$ cat src/hill_rk4_pkg.sv
package hill_rk4_pkg;

  localparam int unsigned FRAC_BITS_DEF = 16;
  localparam int unsigned SER_STEPS     = 32;

  localparam logic [16:0] DT_RST           = 17'd655;
  localparam logic [20:0] ANGULAR_RATE_RST = 21'd65536;

  // configuration register indexes
  localparam logic CFG_DT           = 1'b0;
  localparam logic CFG_ANGULAR_RATE = 1'b1;

  // operand / destination codes: below 32 is scratch memory, 32 and above is special
  localparam logic [5:0] A_ST = 6'd0;   // stage state, six words
  localparam logic [5:0] A_K  = 6'd6;   // current derivative, six words
  localparam logic [5:0] A_SM = 6'd12;  // weighted derivative sum, six words
  localparam logic [5:0] A_C0 = 6'd18;
  localparam logic [5:0] A_C1 = 6'd19;
  localparam logic [5:0] A_C2 = 6'd20;
  localparam logic [5:0] A_C3 = 6'd21;
  localparam logic [5:0] A_T0 = 6'd22;
  localparam logic [5:0] A_T1 = 6'd23;
  localparam logic [5:0] A_DT = 6'd32;
  localparam logic [5:0] A_W  = 6'd33;
  localparam logic [5:0] A_S0 = 6'd34;  // stored state, six words
  localparam logic [5:0] A_U  = 6'd40;  // thrust, three words

  typedef enum logic [2:0] {
    OP_MOV,
    OP_ADD,
    OP_NEG,
    OP_HALF,
    OP_MUL,
    OP_DIV6
  } op_e;

  typedef enum logic [1:0] {
    SEG_COEF,
    SEG_DERIV,
    SEG_ACC,
    SEG_UPD
  } seg_e;

  typedef enum logic [2:0] {
    S_IDLE,
    S_READ,
    S_EXEC,
    S_SERIAL,
    S_FIN
  } state_e;

  typedef struct packed {
    op_e        op;
    logic [5:0] dst;
    logic [5:0] sa;
    logic [5:0] sb;
    logic       last;
  } uop_t;

  function automatic uop_t mk(input op_e op, input logic [5:0] dst, input logic [5:0] sa,
                              input logic [5:0] sb, input logic last);
    uop_t u;
    u.op   = op;
    u.dst  = dst;
    u.sa   = sa;
    u.sb   = sb;
    u.last = last;
    return u;
  endfunction

  // Microprogram: stage 0..3 of the step, segment, sub-step and lane.
  function automatic uop_t get_uop(input logic [1:0] stage, input seg_e seg,
                                   input logic [3:0] idx, input logic [2:0] lane);
    uop_t       u;
    logic [5:0] b;
    logic [5:0] l;
    b = (stage == 2'd0) ? A_S0 : A_ST;
    l = 6'(lane);
    u = mk(OP_MOV, A_T0, A_T0, A_T0, 1'b1);
    case (seg)
      SEG_COEF: begin
        case (idx)
          4'd0:    u = mk(OP_ADD, A_C0, A_W, A_W, 1'b0);
          4'd1:    u = mk(OP_NEG, A_C1, A_C0, A_C0, 1'b0);
          4'd2:    u = mk(OP_ADD, A_T0, A_C0, A_W, 1'b0);
          4'd3:    u = mk(OP_MUL, A_C2, A_T0, A_W, 1'b0);
          4'd4:    u = mk(OP_MUL, A_T0, A_W, A_W, 1'b0);
          default: u = mk(OP_NEG, A_C3, A_T0, A_T0, 1'b1);
        endcase
      end
      SEG_DERIV: begin
        case (idx)
          4'd0:    u = mk(OP_MOV, A_K,        b + 6'd3, A_T0, 1'b0);
          4'd1:    u = mk(OP_MOV, A_K + 6'd1, b + 6'd4, A_T0, 1'b0);
          4'd2:    u = mk(OP_MOV, A_K + 6'd2, b + 6'd5, A_T0, 1'b0);
          4'd3:    u = mk(OP_MUL, A_T0,       b + 6'd4, A_C0, 1'b0);
          4'd4:    u = mk(OP_ADD, A_K + 6'd3, A_T0, A_U, 1'b0);
          4'd5:    u = mk(OP_MUL, A_T0,       b + 6'd3, A_C1, 1'b0);
          4'd6:    u = mk(OP_MUL, A_T1,       b + 6'd1, A_C2, 1'b0);
          4'd7:    u = mk(OP_ADD, A_T0,       A_T0, A_T1, 1'b0);
          4'd8:    u = mk(OP_ADD, A_K + 6'd4, A_T0, A_U + 6'd1, 1'b0);
          4'd9:    u = mk(OP_MUL, A_T0,       b + 6'd2, A_C3, 1'b0);
          default: u = mk(OP_ADD, A_K + 6'd5, A_T0, A_U + 6'd2, 1'b1);
        endcase
      end
      SEG_ACC: begin
        if (stage == 2'd0) begin
          u = mk(OP_MOV, A_SM + l, A_K + l, A_T0, 1'b1);
        end else if (stage == 2'd3) begin
          u = mk(OP_ADD, A_SM + l, A_SM + l, A_K + l, 1'b1);
        end else if (idx == 4'd0) begin
          u = mk(OP_ADD, A_T0, A_K + l, A_K + l, 1'b0);
        end else begin
          u = mk(OP_ADD, A_SM + l, A_SM + l, A_T0, 1'b1);
        end
      end
      default: begin
        if (stage == 2'd3) begin
          case (idx)
            4'd0:    u = mk(OP_MUL, A_T0, A_DT, A_SM + l, 1'b0);
            4'd1:    u = mk(OP_DIV6, A_T0, A_T0, A_T0, 1'b0);
            default: u = mk(OP_ADD, A_S0 + l, A_S0 + l, A_T0, 1'b1);
          endcase
        end else if (stage == 2'd2) begin
          case (idx)
            4'd0:    u = mk(OP_MUL, A_T0, A_DT, A_K + l, 1'b0);
            default: u = mk(OP_ADD, A_ST + l, A_S0 + l, A_T0, 1'b1);
          endcase
        end else begin
          case (idx)
            4'd0:    u = mk(OP_MUL, A_T0, A_DT, A_K + l, 1'b0);
            4'd1:    u = mk(OP_HALF, A_T0, A_T0, A_T0, 1'b0);
            default: u = mk(OP_ADD, A_ST + l, A_S0 + l, A_T0, 1'b1);
          endcase
        end
      end
    endcase
    return u;
  endfunction

endpackage

$ cat src/hill_equations_rk4_step.sv
// Relative-orbit integrator: one RK4 step of the Hill equations per step input transfer.
// Input channel s_axis: tuser carries kind (0 = step with thrust, 1 = load state),
// tdata carries thrust and load values. Output channel m_axis: one result transfer
// per input transfer with the new state and integer grid coordinates.
// Configuration: cfg_we_i writes the time step dt (index 0) or angular_rate (index 1);
// write only while the block is idle.
// A load item goes straight from idle to the final state. A step item runs a
// microprogram of 152 operations on a scratch memory: 104 simple ones and 48
// multiplies and divides by 6, which go through one shared bit-serial unit. One
// item is worked on at a time; the serial unit sets the rate.
// The next item is accepted while a result still waits in the output register;
// when the receiver stalls, the block holds its finished result in a final state
// and accepts nothing more until that transfer completes.
// Reset sets position and velocity to zero, dt to 655 and angular_rate
// to 65536, and empties the output register.
module hill_equations_rk4_step #(
  parameter int unsigned FRAC_BITS = hill_rk4_pkg::FRAC_BITS_DEF
) (
  input  logic         clk_i,
  input  logic         rst_ni,
  input  logic         s_axis_tvalid,
  output logic         s_axis_tready,
  // thrust_x, thrust_y, thrust_z, load_px, load_py, load_pz, load_vx, load_vy, load_vz
  input  logic [287:0] s_axis_tdata,
  // kind
  input  logic         s_axis_tuser,
  output logic         m_axis_tvalid,
  input  logic         m_axis_tready,
  // pos_x, pos_y, pos_z, vel_x, vel_y, vel_z, grid_col, grid_row
  output logic [223:0] m_axis_tdata,
  input  logic         cfg_we_i,
  input  logic         cfg_idx_i,
  input  logic [20:0]  cfg_data_i
);

  localparam logic [32:0] GRID_BIAS = (33'd1 << FRAC_BITS) - 33'd1;

  hill_rk4_pkg::state_e state_q, state_d;

  logic [16:0] step_q;
  logic [20:0] rate_q;

  logic signed [31:0] sv_q [6];  // px, py, pz, vx, vy, vz
  logic signed [31:0] u_q  [3];

  logic [31:0] mem [32];
  logic signed [31:0] rd_a_q, rd_b_q;

  logic [1:0]         stage_q;
  hill_rk4_pkg::seg_e seg_q;
  logic [3:0]         idx_q;
  logic [2:0]         lane_q;
  hill_rk4_pkg::uop_t uop;

  logic [63:0] prod_q;
  logic [31:0] mcand_q;
  logic [2:0]  rem_q;
  logic        neg_q;
  logic [5:0]  cnt_q;

  logic         out_valid_q;
  logic [223:0] out_data_q;

  logic signed [31:0] opa, opb, res, mul_res, div_res;
  logic signed [32:0] sum33;
  logic [64:0] mag65, sp65, sh65;
  logic        is_serial, wr_en, seq_done, in_xfer;
  logic [32:0] ser_add;
  logic [3:0]  div_t;
  logic        div_ge;

  assign uop     = hill_rk4_pkg::get_uop(stage_q, seg_q, idx_q, lane_q);
  assign in_xfer = s_axis_tvalid && s_axis_tready;
  assign s_axis_tready = (state_q == hill_rk4_pkg::S_IDLE);
  assign m_axis_tvalid = out_valid_q;
  assign m_axis_tdata  = out_data_q;

  assign is_serial = (uop.op == hill_rk4_pkg::OP_MUL) || (uop.op == hill_rk4_pkg::OP_DIV6);
  assign wr_en = ((state_q == hill_rk4_pkg::S_EXEC) && !is_serial) ||
                 ((state_q == hill_rk4_pkg::S_SERIAL) &&
                  (cnt_q == 6'(hill_rk4_pkg::SER_STEPS)));
  assign seq_done = (seg_q == hill_rk4_pkg::SEG_UPD) && (stage_q == 2'd3) &&
                    uop.last && (lane_q == 3'd5);

  // operand select
  always_comb begin
    if (!uop.sa[5]) begin
      opa = rd_a_q;
    end else if (uop.sa == hill_rk4_pkg::A_DT) begin
      opa = {15'd0, step_q};
    end else if (uop.sa == hill_rk4_pkg::A_W) begin
      opa = {11'd0, rate_q};
    end else begin
      opa = sv_q[3'(uop.sa - hill_rk4_pkg::A_S0)];
    end
    if (!uop.sb[5]) begin
      opb = rd_b_q;
    end else if (uop.sb == hill_rk4_pkg::A_W) begin
      opb = {11'd0, rate_q};
    end else begin
      opb = u_q[2'(uop.sb - hill_rk4_pkg::A_U)];
    end
  end

  // result of the current operation
  always_comb begin
    sum33 = {opa[31], opa} + {opb[31], opb};
    mag65 = {1'b0, prod_q};
    sp65  = neg_q ? (~mag65 + 65'd1) : mag65;
    sh65  = 65'($signed(sp65) >>> FRAC_BITS);
    if (!sh65[64] && (|sh65[63:31])) begin
      mul_res = 32'sh7fffffff;
    end else if (sh65[64] && !(&sh65[63:31])) begin
      mul_res = 32'sh80000000;
    end else begin
      mul_res = sh65[31:0];
    end
    div_res = neg_q ? -$signed(prod_q[31:0]) : $signed(prod_q[31:0]);
    case (uop.op)
      hill_rk4_pkg::OP_ADD: begin
        if (sum33[32] != sum33[31]) begin
          res = sum33[32] ? 32'sh80000000 : 32'sh7fffffff;
        end else begin
          res = sum33[31:0];
        end
      end
      hill_rk4_pkg::OP_NEG:  res = (opa == 32'sh80000000) ? 32'sh7fffffff : -opa;
      hill_rk4_pkg::OP_HALF: res = opa >>> 1;
      hill_rk4_pkg::OP_MUL:  res = mul_res;
      hill_rk4_pkg::OP_DIV6: res = div_res;
      default:               res = opa;
    endcase
  end

  // serial unit step
  always_comb begin
    ser_add = {1'b0, prod_q[63:32]} + (prod_q[0] ? {1'b0, mcand_q} : 33'd0);
    div_t   = {rem_q, prod_q[31]};
    div_ge  = (div_t >= 4'd6);
  end

  // next state
  always_comb begin
    state_d = state_q;
    case (state_q)
      hill_rk4_pkg::S_IDLE: begin
        if (in_xfer) begin
          state_d = s_axis_tuser ? hill_rk4_pkg::S_FIN : hill_rk4_pkg::S_READ;
        end
      end
      hill_rk4_pkg::S_READ: state_d = hill_rk4_pkg::S_EXEC;
      hill_rk4_pkg::S_EXEC: begin
        if (is_serial) begin
          state_d = hill_rk4_pkg::S_SERIAL;
        end else begin
          state_d = seq_done ? hill_rk4_pkg::S_FIN : hill_rk4_pkg::S_READ;
        end
      end
      hill_rk4_pkg::S_SERIAL: begin
        if (wr_en) begin
          state_d = seq_done ? hill_rk4_pkg::S_FIN : hill_rk4_pkg::S_READ;
        end
      end
      hill_rk4_pkg::S_FIN: begin
        if (!out_valid_q || m_axis_tready) begin
          state_d = hill_rk4_pkg::S_IDLE;
        end
      end
      default: state_d = hill_rk4_pkg::S_IDLE;
    endcase
  end

  always_ff @(posedge clk_i or negedge rst_ni) begin
    if (!rst_ni) begin
      state_q <= hill_rk4_pkg::S_IDLE;
    end else begin
      state_q <= state_d;
    end
  end

  always_ff @(posedge clk_i or negedge rst_ni) begin
    if (!rst_ni) begin
      step_q <= hill_rk4_pkg::DT_RST;
      rate_q <= hill_rk4_pkg::ANGULAR_RATE_RST;
    end else if (cfg_we_i) begin
      case (cfg_idx_i)
        hill_rk4_pkg::CFG_DT:           step_q <= cfg_data_i[16:0];
        hill_rk4_pkg::CFG_ANGULAR_RATE: rate_q <= cfg_data_i;
        default: ;
      endcase
    end
  end

  // scratch memory
  always_ff @(posedge clk_i) begin
    if (wr_en && !uop.dst[5]) begin
      mem[uop.dst[4:0]] <= res;
    end
    if (state_q == hill_rk4_pkg::S_READ) begin
      rd_a_q <= mem[uop.sa[4:0]];
      rd_b_q <= mem[uop.sb[4:0]];
    end
  end

  // stored state and latched thrust
  always_ff @(posedge clk_i or negedge rst_ni) begin
    if (!rst_ni) begin
      for (int i = 0; i < 6; i++) sv_q[i] <= '0;
    end else if (in_xfer && s_axis_tuser) begin
      for (int i = 0; i < 6; i++) sv_q[i] <= s_axis_tdata[96 + 32*i +: 32];
    end else if (wr_en && uop.dst[5]) begin
      sv_q[3'(uop.dst - hill_rk4_pkg::A_S0)] <= res;
    end
  end

  always_ff @(posedge clk_i) begin
    if (in_xfer) begin
      for (int i = 0; i < 3; i++) u_q[i] <= s_axis_tdata[32*i +: 32];
    end
  end

  // microprogram sequencer
  always_ff @(posedge clk_i or negedge rst_ni) begin
    if (!rst_ni) begin
      stage_q <= '0;
      seg_q   <= hill_rk4_pkg::SEG_COEF;
      idx_q   <= '0;
      lane_q  <= '0;
    end else if (in_xfer) begin
      stage_q <= '0;
      seg_q   <= hill_rk4_pkg::SEG_COEF;
      idx_q   <= '0;
      lane_q  <= '0;
    end else if (wr_en) begin
      if (!uop.last) begin
        idx_q <= idx_q + 4'd1;
      end else begin
        idx_q <= '0;
        if (((seg_q == hill_rk4_pkg::SEG_ACC) || (seg_q == hill_rk4_pkg::SEG_UPD)) &&
            (lane_q != 3'd5)) begin
          lane_q <= lane_q + 3'd1;
        end else begin
          lane_q <= '0;
          case (seg_q)
            hill_rk4_pkg::SEG_COEF:  seg_q <= hill_rk4_pkg::SEG_DERIV;
            hill_rk4_pkg::SEG_DERIV: seg_q <= hill_rk4_pkg::SEG_ACC;
            hill_rk4_pkg::SEG_ACC:   seg_q <= hill_rk4_pkg::SEG_UPD;
            default: begin
              seg_q   <= hill_rk4_pkg::SEG_DERIV;
              stage_q <= stage_q + 2'd1;
            end
          endcase
        end
      end
    end
  end

  // bit-serial multiplier and divide-by-six unit
  always_ff @(posedge clk_i or negedge rst_ni) begin
    if (!rst_ni) begin
      cnt_q <= '0;
    end else if ((state_q == hill_rk4_pkg::S_EXEC) && is_serial) begin
      cnt_q <= '0;
    end else if ((state_q == hill_rk4_pkg::S_SERIAL) && !wr_en) begin
      cnt_q <= cnt_q + 6'd1;
    end
  end

  always_ff @(posedge clk_i) begin
    if ((state_q == hill_rk4_pkg::S_EXEC) && is_serial) begin
      rem_q <= '0;
      if (uop.op == hill_rk4_pkg::OP_MUL) begin
        mcand_q <= opa[31] ? 32'(-opa) : opa;
        prod_q  <= {32'd0, (opb[31] ? 32'(-opb) : opb)};
        neg_q   <= opa[31] ^ opb[31];
      end else begin
        prod_q  <= {32'd0, (opa[31] ? 32'(-opa) : opa)};
        neg_q   <= opa[31];
      end
    end else if ((state_q == hill_rk4_pkg::S_SERIAL) && !wr_en) begin
      if (uop.op == hill_rk4_pkg::OP_MUL) begin
        prod_q <= {ser_add, prod_q[31:1]};
      end else begin
        rem_q         <= div_ge ? 3'(div_t - 4'd6) : div_t[2:0];
        prod_q[31:0]  <= {prod_q[30:0], div_ge};
      end
    end
  end

  // grid coordinates: truncate toward zero, saturate to 16 bits
  function automatic logic [15:0] grid(input logic signed [31:0] p);
    logic [32:0] g;
    logic [32:0] s;
    g = {p[31], p} + (p[31] ? GRID_BIAS : 33'd0);
    s = 33'($signed(g) >>> FRAC_BITS);
    if (!s[32] && (|s[31:15])) begin
      return 16'h7fff;
    end else if (s[32] && !(&s[31:15])) begin
      return 16'h8000;
    end
    return s[15:0];
  endfunction

  // output register
  always_ff @(posedge clk_i or negedge rst_ni) begin
    if (!rst_ni) begin
      out_valid_q <= 1'b0;
    end else if ((state_q == hill_rk4_pkg::S_FIN) && (!out_valid_q || m_axis_tready)) begin
      out_valid_q <= 1'b1;
    end else if (m_axis_tready) begin
      out_valid_q <= 1'b0;
    end
  end

  always_ff @(posedge clk_i) begin
    if ((state_q == hill_rk4_pkg::S_FIN) && (!out_valid_q || m_axis_tready)) begin
      out_data_q <= {grid(sv_q[2]), grid(sv_q[0]), sv_q[5], sv_q[4], sv_q[3],
                     sv_q[2], sv_q[1], sv_q[0]};
    end
  end

  a_load_to_fin : assert property (@(posedge clk_i) disable iff (!rst_ni)
    (in_xfer && s_axis_tuser) |=> (state_q == hill_rk4_pkg::S_FIN))
    else $error("load item did not go straight to result");

  a_serial_bound : assert property (@(posedge clk_i) disable iff (!rst_ni)
    (state_q == hill_rk4_pkg::S_SERIAL) |-> (cnt_q <= 6'(hill_rk4_pkg::SER_STEPS)))
    else $error("serial unit ran past its step count");

  a_out_from_fin : assert property (@(posedge clk_i) disable iff (!rst_ni)
    $rose(m_axis_tvalid) |-> ($past(state_q) == hill_rk4_pkg::S_FIN))
    else $error("result appeared outside the final state");

endmodule
$ cat config.mk
export PLATFORM = sky130hd
export DESIGN_NAME = hill_equations_rk4_step
export DESIGN_NICKNAME = d
export VERILOG_FILES = /design/src/hill_rk4_pkg.sv /design/src/hill_equations_rk4_step.sv
export SDC_FILE = /design/constraint.sdc
export NUM_CORES = 2
export LEC_CHECK = 0
export ABC_CLOCK_PERIOD_IN_PS = 12800
export BUFFER_PORTS_ARGS = -buffer_cell sky130_fd_sc_hd__buf_4
export CORE_MARGIN = 5
export CORE_UTILIZATION = 34
export DETAILED_ROUTE_END_ITERATION = 16
export PLACE_DENSITY = 0.58
export SLEW_MARGIN = 15
export SYNTH_ARGS = -nofsm -noshare
export SYNTH_HDL_FRONTEND = slang
export SYNTH_SLANG_ARGS = --single-unit
$ cat constraint.sdc
create_clock -name clk_i -period 12.8 [get_ports clk_i]
set_input_delay 2.56 -clock clk_i [delete_from_list [all_inputs] [get_ports clk_i]]
set_output_delay 2.56 -clock clk_i [all_outputs]
set_load 0.05 [all_outputs]
==> summary.txt <==
Status
  • Status: complete, no violations

Drt
  • Iteration-0 DRC Markers: 11200
  • Via count: 78400
  • Drt total wl: 411000 um
  • Vias/cell: 6.15
  • Drt wl/cell: 32.3 um
  • DRT Pass-1 Iters: 6
  • Remaining antenna violation count: 0
  • DRC Markers: 0

Clock network
  • Setup repair bufs after CTS: 0
  • Clock Path Buffers: 3
  • Inserted Clock Buffers: 189
  • CTS Sinks: 1759
  • Clk slew on worst S/H paths: 60 ps
  • CTS tree: done
  • Hold_buf cts: 0
  • Clock Latency Late Sink: 900 ps
  • Clock root cell: clkbuf_16
  • H-tree depth: 4
  • Post-cts resize count: 0

Synthesis
  • Cell Area, Synth: 0.0904 mm^2
  • Leading area contributor after synthesis: edfxtp_1
  • Async SR Flop Fraction: 0.143
  • Top cells by area, synth: edfxtp_1 (50%), nand2_1 (7.1%), dfrtp_1 (6.8%)
  • Yosys reg bits: 1759
  • Most frequent cell after synthesis: nand2_1
  • EDFF count, synth: 1505
  • Net count after synthesis: 9147
  • Register area share after synthesis: 0.570
  • Post-synthesis cell count: 8704
  • Syn. warnings: 0
  • Top post-synthesis cells by count: nand2_1 (1720), edfxtp_1 (1505), nand3_1 (799), o21ai_0 (543), a21oi_1 (489)
  • Avg Cell Area, Syn: 10.4 um^2
  • Synth cell types: 125
  • Synth Flop Type: edfxtp_1
  • Post-synth top area share: 0.500

Power and ir drop
  • Leak pwr: 38.3 nW
  • IR drop worst, VDD: 0.000144 V
  • Pwr per Cell Area: 118 mW/mm^2
  • Pwr Total: 12.4 mW

Placement
  • RePlAce Congestion: 1.01
  • IO Port Bufs: 541
  • Placed Instances: 12400
  • Hpwl dp: 269000 um

Floorplan
  • Full die area: 0.276 mm^2
  • Die height: 526 um
  • Ports: 542
  • Die W: 526 um
  • Core Area: 0.265 mm^2
  • Initial core utilization: 0.341
  • Std cell rows: 189

STA
  • Slew Viols, Final: 0
  • Final setup violating endpoints: 0
  • Slew HR: 0.0576
  • Sum of negative setup slack: 0 ps
  • Final hold viol count: 0
  • Final min period: 11450 ps
  • Least-Margin Pin Slew: 1400 ps
  • Fmax: 0.0873 GHz
  • RSZ-0062 raised after global routing: false
  • Fin crit share: 0.895
  • Worst Skew: 79.9 ps

Setup path
  • Crit path DAT: 11850 ps
  • Bufs and invs on worst path: 5
  • Worst-path maximum fanout: 65
  • CP endpoint kind: flop
  • Crit start category: flop
  • Critical path's top delay family: compound AO/OA/AOI/OAI gates
  • Critical path's slowest cell: a31o_4
  • Slowest stage delay, CP: 830 ps
  • Critical Path RT: 13190 ps
  • Setup Crit Path Kind: flop to flop

Min path
  • Min-Delay Path Class: flop to flop

Global routing
  • First-pass GRT wire length: 571000 um
  • Largest net degree at the start of global routing: 161
  • Initial antenna violation count: 36
  • Vias in the first global route: 74100
  • Gr usage total: 0.285
  • Total gr overflow: 0

Layout
  • Final Net Count: 9465
  • Area growth from synthesis to layout: 16.7%
  • Finished Layout Cells: 12700
  • Share of layout cells above drive strength 1: 0.142

Run
  • Max-Cap Viols: 0
## layer usage
| metal | GRT usage | vias to the layer above | part of all wire |
|---|---|---|---|
| li1 | - | 33200 | - |
| met1 | 0.355 | 38900 | 0.37 |
| met2 | 0.455 | 5183 | 0.46 |
| met3 | 0.0589 | 1110 | 0.10 |
| met4 | 0.175 | 14 | 0.073 |
| met5 | 0 | - | 0.00025 |
## registers in the layout, indices dropped and copies added, names as in the netlist
signal	count
rd_b_q	32
lane_q	3
step_q	17
rd_a_q	32
seg_q	2
stage_q	2
m_axis_tdata	224
m_axis_tvalid	1
u_q	96
mcand_q	32
prod_q	64
rate_q	21
state_q	3
sv_q	192
cnt_q	6
idx_q	4
mem	1024
neg_q	1
rem_q	3
## cell type report
| cell class | instances | area (um^2) |
|---|---|---|
| flip-flops and latches | 1759 | 51500 |
| diodes | 21 | 52.6 |
| inverters | 123 | 467 |
| clock buffers | 225 | 5040 |
| clock inverters | 130 | 1630 |
| multi-input cells | 6186 | 36500 |
| fillers | 25200 | 160000 |
| repair buffers | 763 | 5870 |
| well taps | 3533 | 4420 |
## cell usage in the layout (no fill, tap or decap), types with 22 or more instances in the layout
master	instances
o21ai_1	45
nor3_1	115
a21o_1	91
or3_1	29
a21oi_1	475
a211oi_1	33
o21a_1	22
xor2_1	81
nand4_1	28
inv_1	117
clkbuf_1	24
xnor2_1	114
a311oi_1	193
mux2i_1	218
and3_1	164
edfxtp_1	1505
clkbuf_16	194
and2_1	70
mux2_2	47
dfrtp_1	244
nand2_1	1717
nor2_4	37
o22ai_1	110
clkinv_1	28
bufinv_16	27
a22oi_1	209
a221o_1	28
clkinv_2	44
buf_4	751
o21ai_0	538
o311ai_0	29
nand2b_1	29
o31ai_1	45
nand3_1	799
nor2_1	266
ha_1	125
o211ai_1	31
a31oi_1	108
## per-stage QoR
| step | area, um^2 | hold WS, ps | setup WS [ps] | utilization |
|---|---|---|---|---|
| finish | 106000 | 478 | 1350 | 0.398 |
| global route | 105000 | 488 | 823 | 0.398 |
| CTS | 105000 | 476 | 1630 | 0.398 |
| detailed placement | 98800 | 461 | 1670 | 0.373 |
| global placement | 98800 | 459 | 1810 | 0.373 |
| floorplan | 90400 | 423 | 4320 | - |
## worst paths after layout
path / slack [ps] / startpoint / cells past startpoint / end
setup reg to reg: 1350 / idx_q[0] / 29 / mem[4][12]
setup / recovery: 1350 / idx_q[0] / 29 / mem[4][12]
hold reg to reg: 480 / sv_q[94] / 0 / m_axis_tdata[126]
min in group asynchronous: 1650 / rst_ni / 1 / sv_q[97]
hold / removal: 480 / sv_q[94] / 0 / m_axis_tdata[126]
max in group asynchronous: 9680 / rst_ni / 2 / rate_q[9]
## power by group
part | leakage, nW | internal (mW) | switching [mW]
Combinational | 20.2 | 0.130 | 0.214
Sequential | 14.8 | 6.17 | 0.0448
Clock | 3.25 | 3.39 | 2.48
Total | 38.3 | 9.69 | 2.74
## logic make-up after synthesis
| group | Yosys count | synth area share |
|---|---|---|
| AND/OR/NAND/NOR | 3389 | 0.168 |
| AO/OA/AOI/OAI | 2202 | 0.159 |
| flip-flops | 1759 | 0.570 |
| buffers and inverters | 759 | 0.0337 |
| multiplexers | 272 | 0.0317 |
| XOR/XNOR | 195 | 0.0189 |
| adder cells (fa/ha/maj) | 128 | 0.0178 |
No activity file was read; power rests on OpenSTA's default activity.
